`config.mk`:
```
export PLATFORM = sky130hd
export DESIGN_NAME = running_stats_histogram
export DESIGN_NICKNAME = d
export VERILOG_FILES = /design/src/sv/rsh_pkg.sv /design/src/sv/running_stats_histogram.sv
export SDC_FILE = /design/constraint.sdc
export NUM_CORES = 2
export LEC_CHECK = 0
export BUFFER_PORTS_ARGS = -buffer_cell sky130_fd_sc_hd__buf_2
export CAP_MARGIN = 25
export CORE_ASPECT_RATIO = 1.25
export CORE_MARGIN = 5
export CORE_UTILIZATION = 25
export CTS_CLUSTER_DIAMETER = 150
export DETAILED_ROUTE_END_ITERATION = 12
export SLEW_MARGIN = 20
export SYNTH_ARGS = -nofsm -noshare
export SYNTH_HDL_FRONTEND = slang
export SYNTH_SLANG_ARGS = --single-unit
```
`constraint.sdc`:
```
create_clock -name aclk -period 38.3 [get_ports aclk]
set_input_delay 1.915 -clock aclk [delete_from_list [all_inputs] [get_ports aclk]]
set_output_delay 1.915 -clock aclk [all_outputs]
set_load 0.02 [all_outputs]
```
`src/sv/rsh_pkg.sv`:
```
// Package for running_stats_histogram: constants and channel payload types.
`default_nettype none
package rsh_pkg;
    localparam int MAX_BOUNDARIES = 7;
    localparam int FRACTION_BITS  = 16;
    localparam int NUM_BND        = 7;
    localparam int IDX_W          = $clog2(MAX_BOUNDARIES + 1);
    localparam int REG_IDX_W      = 3;
    localparam int PADDR_W        = REG_IDX_W + 2;
    localparam int X_W            = 32 + FRACTION_BITS;
    localparam int DELTA_W        = X_W + 1;
    localparam int LO_W           = (DELTA_W + 1) / 2;
    localparam int HI_W           = DELTA_W - LO_W;
    localparam int PP_W           = 2 * LO_W;
    localparam int PROD_W         = 2 * DELTA_W;
    localparam int STEP_W         = $clog2(DELTA_W + 1);

    localparam logic [REG_IDX_W-1:0] REG_BIU = '0;
    localparam logic CMD_ADD  = 1'b0;
    localparam logic CMD_READ = 1'b1;
    localparam logic KIND_STATS  = 1'b0;
    localparam logic KIND_BUCKET = 1'b1;

    typedef struct packed {
        logic               cmd;
        logic signed [31:0] sample;
    } in_item_t;

    typedef struct packed {
        logic               result_kind;
        logic [31:0]        total_count;
        logic signed [47:0] mean_value;
        logic [63:0]        squared_deviation;
        logic signed [31:0] smallest_seen;
        logic signed [31:0] largest_seen;
        logic               count_overflow;
        logic [2:0]         bucket_index;
        logic [31:0]        bucket_total;
        logic               last_of_run;
    } out_item_t;
endpackage
`default_nettype wire

```
`src/sv/running_stats_histogram.sv`:
```
// Streaming count, mean, squared deviation, min/max and histogram over signed samples.
//
//  channel | ports                                   | moves
//  s_      | s_valid s_ready s_data                  | add or read request
//  m_      | m_valid m_ready m_data                  | statistics or bucket result
//  apb     | psel penable pwrite paddr pwdata prdata | boundary registers
//
// An add holds the sequencer from acceptance to the next s_ready: it loads the sample, runs
// the bit-serial divide of the mean update by the count, applies the mean, forms the four
// partial products (up to 25x25) of the squared deviation, accumulates and loads the result.
// A dropped add goes straight to loading the result; a read loads one result per bucket.
// Reset clears all statistics and bucket counts at once. A stalled m_ready holds the
// output register and, in its result states, the sequencer; s_ready is high only when idle.
`default_nettype none
module running_stats_histogram (
    input  wire logic                         aclk,
    input  wire logic                         aresetn,
    input  wire logic                         psel,
    input  wire logic                         penable,
    input  wire logic                         pwrite,
    input  wire logic [rsh_pkg::PADDR_W-1:0]  paddr,
    input  wire logic [31:0]                  pwdata,
    output logic      [31:0]                  prdata,
    output logic                              pready,
    input  wire logic                         s_valid,
    output logic                              s_ready,
    input  wire rsh_pkg::in_item_t            s_data,
    output logic                              m_valid,
    input  wire logic                         m_ready,
    output rsh_pkg::out_item_t                m_data
);
    import rsh_pkg::*;

    typedef enum logic [2:0] {
        ST_IDLE, ST_DIV, ST_MEAN, ST_MUL, ST_ACC, ST_STATS, ST_RUN
    } state_t;

    state_t                   state_reg;
    logic [2:0]               biu_reg;
    logic [31:0]              bnd_reg [NUM_BND];
    logic [31:0]              cnt_reg;
    logic signed [X_W-1:0]    mean_reg;
    logic [63:0]              sqd_reg;
    logic signed [31:0]       min_reg;
    logic signed [31:0]       max_reg;
    logic [31:0]              bucket_reg [MAX_BOUNDARIES+1];
    logic [X_W-1:0]           x_reg;
    logic                     neg_reg;
    logic [DELTA_W-1:0]       quo_reg;
    logic [31:0]              rem_reg;
    logic [STEP_W-1:0]        step_reg;
    logic [DELTA_W-1:0]       mag_a_reg;
    logic [DELTA_W-1:0]       mag_b_reg;
    logic [PP_W-1:0]          pp_reg;
    logic [PROD_W-1:0]        acc_reg;
    logic [1:0]               sh_sel_reg;
    logic                     ovf_reg;
    logic [IDX_W-1:0]         run_reg;
    logic                     m_valid_reg;
    out_item_t                m_data_reg;

    logic [REG_IDX_W-1:0]     reg_idx;
    logic                     cfg_wr;
    logic [IDX_W-1:0]         n_act;
    logic [IDX_W-1:0]         bidx;
    logic [X_W-1:0]           x_in;
    logic [DELTA_W-1:0]       delta_in;
    logic [DELTA_W-1:0]       mag_in;
    logic [32:0]              rem_sh;
    logic                     div_ge;
    logic [DELTA_W:0]         q_signed;
    logic [X_W-1:0]           mean_new;
    logic [DELTA_W-1:0]       delta2;
    logic [DELTA_W-1:0]       mag2;
    logic [LO_W-1:0]          a_part;
    logic [LO_W-1:0]          b_part;
    logic [PROD_W-1:0]        pp_shifted;
    logic [63:0]              add_val;
    logic [64:0]              sum65;
    logic                     out_free;
    logic                     out_load;

    assign pready   = 1'b1;
    assign reg_idx  = paddr[PADDR_W-1:2];
    assign cfg_wr   = psel && penable && pwrite;
    assign s_ready  = (state_reg == ST_IDLE);
    assign m_valid  = m_valid_reg;
    assign m_data   = m_data_reg;
    assign out_free = !m_valid_reg || m_ready;
    assign out_load = out_free && (state_reg == ST_STATS || state_reg == ST_RUN);

    always_comb begin
        if (reg_idx == REG_BIU) begin
            prdata = {29'd0, biu_reg};
        end else begin
            prdata = bnd_reg[reg_idx - 3'd1];
        end
    end

    assign n_act = (biu_reg > 3'(MAX_BOUNDARIES)) ? IDX_W'(MAX_BOUNDARIES)
                                                  : IDX_W'(biu_reg);

    // count boundaries in use that are not above the sample
    always_comb begin
        bidx = '0;
        for (int i = 0; i < MAX_BOUNDARIES; i++) begin
            if (i < int'(n_act) && $signed(bnd_reg[i]) <= s_data.sample) begin
                bidx = bidx + 1'b1;
            end
        end
    end

    assign x_in     = {s_data.sample, {FRACTION_BITS{1'b0}}};
    assign delta_in = {x_in[X_W-1], x_in} - {mean_reg[X_W-1], mean_reg};
    assign mag_in   = delta_in[DELTA_W-1] ? (~delta_in + 1'b1) : delta_in;

    assign rem_sh   = {rem_reg, quo_reg[DELTA_W-1]};
    assign div_ge   = rem_sh >= {1'b0, cnt_reg};

    assign q_signed = neg_reg ? (~{1'b0, quo_reg} + 1'b1) : {1'b0, quo_reg};
    assign mean_new = mean_reg + q_signed[X_W-1:0];
    assign delta2   = {x_reg[X_W-1], x_reg} - {mean_new[X_W-1], mean_new};
    assign mag2     = delta2[DELTA_W-1] ? (~delta2 + 1'b1) : delta2;

    assign a_part = step_reg[1] ? LO_W'(mag_a_reg[DELTA_W-1:LO_W]) : mag_a_reg[LO_W-1:0];
    assign b_part = step_reg[0] ? LO_W'(mag_b_reg[DELTA_W-1:LO_W]) : mag_b_reg[LO_W-1:0];
    assign pp_shifted = PROD_W'(pp_reg) << ((sh_sel_reg[1] ? LO_W : 0)
                                          + (sh_sel_reg[0] ? LO_W : 0));

    assign add_val = (acc_reg[PROD_W-1:64+FRACTION_BITS] != '0) ? '1
                   : acc_reg[64+FRACTION_BITS-1:FRACTION_BITS];
    assign sum65   = {1'b0, sqd_reg} + {1'b0, add_val};

    always_ff @(posedge aclk) begin
        if (!aresetn) begin
            state_reg   <= ST_IDLE;
            biu_reg     <= '0;
            for (int i = 0; i < NUM_BND; i++) bnd_reg[i] <= '0;
            cnt_reg     <= '0;
            mean_reg    <= '0;
            sqd_reg     <= '0;
            min_reg     <= 32'sh7FFFFFFF;
            max_reg     <= 32'sh80000000;
            for (int i = 0; i <= MAX_BOUNDARIES; i++) bucket_reg[i] <= '0;
            m_valid_reg <= 1'b0;
            run_reg     <= '0;
            step_reg    <= '0;
            ovf_reg     <= 1'b0;
        end else begin
            if (cfg_wr) begin
                if (reg_idx == REG_BIU) begin
                    biu_reg <= pwdata[2:0];
                end else begin
                    bnd_reg[reg_idx - 3'd1] <= pwdata;
                end
            end

            if (m_valid_reg && m_ready && !out_load) begin
                m_valid_reg <= 1'b0;
            end

            case (state_reg)
                ST_IDLE: begin
                    if (s_valid) begin
                        if (s_data.cmd == CMD_READ) begin
                            run_reg   <= '0;
                            state_reg <= ST_RUN;
                        end else if (cnt_reg == '1) begin
                            ovf_reg   <= 1'b1;
                            state_reg <= ST_STATS;
                        end else begin
                            ovf_reg   <= 1'b0;
                            cnt_reg   <= cnt_reg + 32'd1;
                            x_reg     <= x_in;
                            neg_reg   <= delta_in[DELTA_W-1];
                            quo_reg   <= mag_in;
                            mag_a_reg <= mag_in;
                            rem_reg   <= '0;
                            step_reg  <= '0;
                            if (s_data.sample < min_reg) min_reg <= s_data.sample;
                            if (s_data.sample > max_reg) max_reg <= s_data.sample;
                            if (bucket_reg[bidx] != '1) begin
                                bucket_reg[bidx] <= bucket_reg[bidx] + 32'd1;
                            end
                            state_reg <= ST_DIV;
                        end
                    end
                end
                ST_DIV: begin
                    rem_reg  <= div_ge ? 32'(rem_sh - {1'b0, cnt_reg}) : rem_sh[31:0];
                    quo_reg  <= {quo_reg[DELTA_W-2:0], div_ge};
                    step_reg <= step_reg + 1'b1;
                    if (step_reg == STEP_W'(DELTA_W - 1)) begin
                        state_reg <= ST_MEAN;
                    end
                end
                ST_MEAN: begin
                    mean_reg  <= mean_new;
                    mag_b_reg <= mag2;
                    acc_reg   <= '0;
                    pp_reg    <= '0;
                    step_reg  <= '0;
                    state_reg <= ST_MUL;
                end
                ST_MUL: begin
                    // multiply one quarter, add the previous one
                    pp_reg     <= PP_W'(a_part) * PP_W'(b_part);
                    sh_sel_reg <= step_reg[1:0];
                    if (step_reg != '0) begin
                        acc_reg <= acc_reg + pp_shifted;
                    end
                    step_reg <= step_reg + 1'b1;
                    if (step_reg == STEP_W'(4)) begin
                        state_reg <= ST_ACC;
                    end
                end
                ST_ACC: begin
                    sqd_reg   <= sum65[64] ? '1 : sum65[63:0];
                    state_reg <= ST_STATS;
                end
                ST_STATS: begin
                    if (out_free) begin
                        m_valid_reg                  <= 1'b1;
                        m_data_reg.result_kind       <= KIND_STATS;
                        m_data_reg.total_count       <= cnt_reg;
                        m_data_reg.mean_value        <= mean_reg;
                        m_data_reg.squared_deviation <= sqd_reg;
                        m_data_reg.smallest_seen     <= min_reg;
                        m_data_reg.largest_seen      <= max_reg;
                        m_data_reg.count_overflow    <= ovf_reg;
                        m_data_reg.bucket_index      <= '0;
                        m_data_reg.bucket_total      <= '0;
                        m_data_reg.last_of_run       <= 1'b1;
                        state_reg                    <= ST_IDLE;
                    end
                end
                ST_RUN: begin
                    if (out_free) begin
                        m_valid_reg                  <= 1'b1;
                        m_data_reg.result_kind       <= KIND_BUCKET;
                        m_data_reg.total_count       <= '0;
                        m_data_reg.mean_value        <= '0;
                        m_data_reg.squared_deviation <= '0;
                        m_data_reg.smallest_seen     <= '0;
                        m_data_reg.largest_seen      <= '0;
                        m_data_reg.count_overflow    <= 1'b0;
                        m_data_reg.bucket_index      <= 3'(run_reg);
                        m_data_reg.bucket_total      <= bucket_reg[run_reg];
                        m_data_reg.last_of_run       <= (run_reg == n_act);
                        run_reg                      <= run_reg + 1'b1;
                        if (run_reg == n_act) begin
                            state_reg <= ST_IDLE;
                        end
                    end
                end
                default: state_reg <= ST_IDLE;
            endcase
        end
    end
endmodule
`default_nettype wire
```
==> results.py <==
metrics = {
    "timing": {
        "timing.setup.tns_ns": 0,
        "worst_pin_slew_ns": 1.08,
        "setup_viol_count_final": 0,
        "holdWs_ns": 0.458,
        "final_hold_viol_count": 0,
        "fin_crit_ns": 14.15,
        "period_share_pct": 36.9,
        "clock_skew_ns": 0.0776,
        "slew_headroom_pct": 26.4,
        "rsz0062_at_grt": "no",
        "max_freq_mhz": 70.7,
        "final_max_slew_viol_count": 0,
    },
    "synth": {
        "synth-simple-area-share_pct": 15.9,
        "yosysTopAreaCell": "edfxtp_1",
        "synth.distinct_cells": 128,
        "muxShareOfSynthArea_pct": 6.77,
        "synth_compound_area_share_pct": 11.4,
        "synth_top_family_by_area": "adder cells",
        "synth_top_area_share_pct": 31.3,
        "synth-seq-cells": 1348,
        "avgSynthCellArea_sq_um": 9.91,
        "syn_nets": 11900,
        "synth_area_leaders": "edfxtp_1 31%, fa_1 10%, ha_1 9.4%",
        "async_reset_ff_share_pct": 0,
        "syn_area_sq_um": 105000,
        "yosys-top-cells-count": "1509 x nor2_1, 1088 x edfxtp_1, 941 x nand2_1, 878 x inv_1, 782 x ha_1",
        "synth_top_flop_cell": "edfxtp_1",
        "synthAdderAreaFrac_pct": 19.6,
        "synth_edf_count": 1088,
        "synth_xor_area_share_pct": 4.95,
        "yosysMostFrequentCell": "nor2_1",
        "yosysSeqAreaShare_pct": 36.2,
        "ys_warn_count": 0,
        "syn_inst": 10600,
    },
    "outcome": {
        "status": "completed",
    },
    "finish": {
        "multi_input_area_sq_um": 61700,
        "synthToLayoutAreaGrowth_pct": 13.0,
        "layout.nets": 12100,
        "drive_above_1_share_pct": 11.0,
        "fillCellCount": 43500,
        "seqCellArea_sq_um": 37900,
    },
    "floorplan": {
        "start_util_pct": 25.1,
        "io_pins": 358,
        "row_count": 265,
        "chipHeight_um": 733,
        "die_w_um": 588,
        "core_sq_um": 417000,
        "fp.dieArea_sq_um": 431000,
    },
    "place": {
        "numPortBuffers": 354,
        "dp_hpwl_mm": 240,
        "gp_congestion": 0.912,
    },
    "drt": {
        "wl_mm": 323,
        "ant_nets": 0,
        "dr.pass1.iters": 8,
        "vias": 79900,
        "viasPerCell": 4.89,
        "drtIter0Drc": 6131,
        "drc": 0,
        "post_drt_wl_per_cell_um": 19.8,
    },
    "grt": {
        "grt_pass1_wl_mm": 488,
        "overflow": 0,
        "grt_usage_pct": 14.4,
        "grt_start_max_net_pins": 81,
        "grt_pass1_vias": 80200,
        "antenna_found_initial": 29,
    },
    "clock_network": {
        "root_buffer": "clkbuf_16",
        "clockBufferDepth": 4,
        "post_cts_buffers": 0,
        "cts_buffers": 160,
        "clkTransAtPathRegs_ns": 0.06,
        "cts_tree": "built",
        "h-tree-depth": 4,
        "cts-hold-fix-buffers": 0,
        "cts.sinks": 1348,
        "clk_latency_ns": 0.88,
        "cts-resized-gates": 0,
    },
    "setup_path": {
        "crit_fanout": 47,
        "crit_path_top_delay_cell": "a2111oi_1",
        "crit_path_end_kind": "register",
        "required_ns": 38.85,
        "slowest_delay_ns": 0.98,
        "arrival_ns": 14.70,
        "crit_type": "input port to register",
        "crit_top_cell": "ha_1",
        "worstSetupStartpointType": "input port",
    },
    "job": {
        "cap_violations": 0,
    },
    "min_path": {
        "min_path_type": "register to register",
    },
}
[placed cells by master, fill, tap and decap left out, types with 50 or more instances in the layout]
cell type and instances:
buf_2 354, nor2b_1 184, edfxtp_1 1088, nor2_1 1505
a31oi_1 52, mux4_2 203, o21ai_0 373, xnor2_1 369
buf_4 124, fa_1 530, o211ai_1 50, nand4_1 102
inv_1 877, dfxtp_1 255, and3_1 67, nor3_1 115
nand2_1 937, xor2_1 183, nand2b_1 176, o21a_1 50
or3_1 53, a21oi_1 650, mux2i_1 130, clkbuf_16 164
o21bai_1 55, and2_1 145, a21o_1 289, mux2_2 75
nand3_1 143, ha_1 778
[logic make-up after synthesis]
| logic type | Yosys count |
|---|---|
| compound gates | 1881 |
| flops | 1348 |
| other cells | 1 |
| fa+ha+maj | 1322 |
| mux | 435 |
| xor+xnor | 570 |
| simple gates | 3640 |
| buf+inv | 1353 |
[through the flow]
stage               cell area [sq um]  setup WS, ns  utilization (%)  std cells
global placement               112000         23.13             27.0      16000
CTS                            118000         23.93             28.3      16300
global route                   118000         23.56             28.3      16300
floorplan                      105000         24.47                -      10600
detailed placement             112000         23.03             27.0      16000
finish                         118000         24.15             28.3      16300
[final timing paths]
path / from / to / slack (ns) / cells after the start
max reg2reg: bnd_reg[0][1]$_SDFFCE_PN0P_ / bucket_reg[4][21]$_SDFFCE_PN0P_ / 25.45 / 41
max: s_data[1] / bucket_reg[4][21]$_SDFFCE_PN0P_ / 24.15 / 43
min: ovf_reg$_SDFFE_PN0P_ / ovf_reg$_SDFFE_PN0P_ / 0.46 / 2
min reg2reg: ovf_reg$_SDFFE_PN0P_ / ovf_reg$_SDFFE_PN0P_ / 0.46 / 2
[layout make-up]
class	instances	area share, %
Antenna cell	7	0.0148
Clock buffer	208	3.72
Clock inverter	83	0.907
Inverter	883	2.82
Multi-Input combinational cell	7849	52.2
Sequential cell	1348	32.1
Tap cell	5473	5.80
Timing Repair Buffer	488	2.45
[metal layers]
layer / vias up / part of all wire [%] / GRT usage, % / wire (um)
met3: 630 / 8.0 / 2.84 / 25800
met1: 39200 / 41 / 18.5 / 133000
met4: 22 / 4.0 / 5.14 / 12800
met2: 2864 / 47 / 24.1 / 151000
li1: 37100 / - / - / -
met5: - / 0.041 / 0 / 131
[worst max-delay path, delay by kind of cell]
| kind | cells | cell delay (ns) |
|---|---|---|
| AO/OA/AOI/OAI | 16 | 4.39 |
| XOR/XNOR | 2 | 0.43 |
| multiplexers | 1 | 0.28 |
| AND/OR/NAND/NOR | 13 | 3.90 |
| buffers and inverters | 5 | 2.04 |
| adder cells (fa/ha/maj) | 6 | 1.70 |
Power is left out: the tool's default activity adds up to more than one toggle a clock period on the data nets, which glitch-free logic cannot reach.
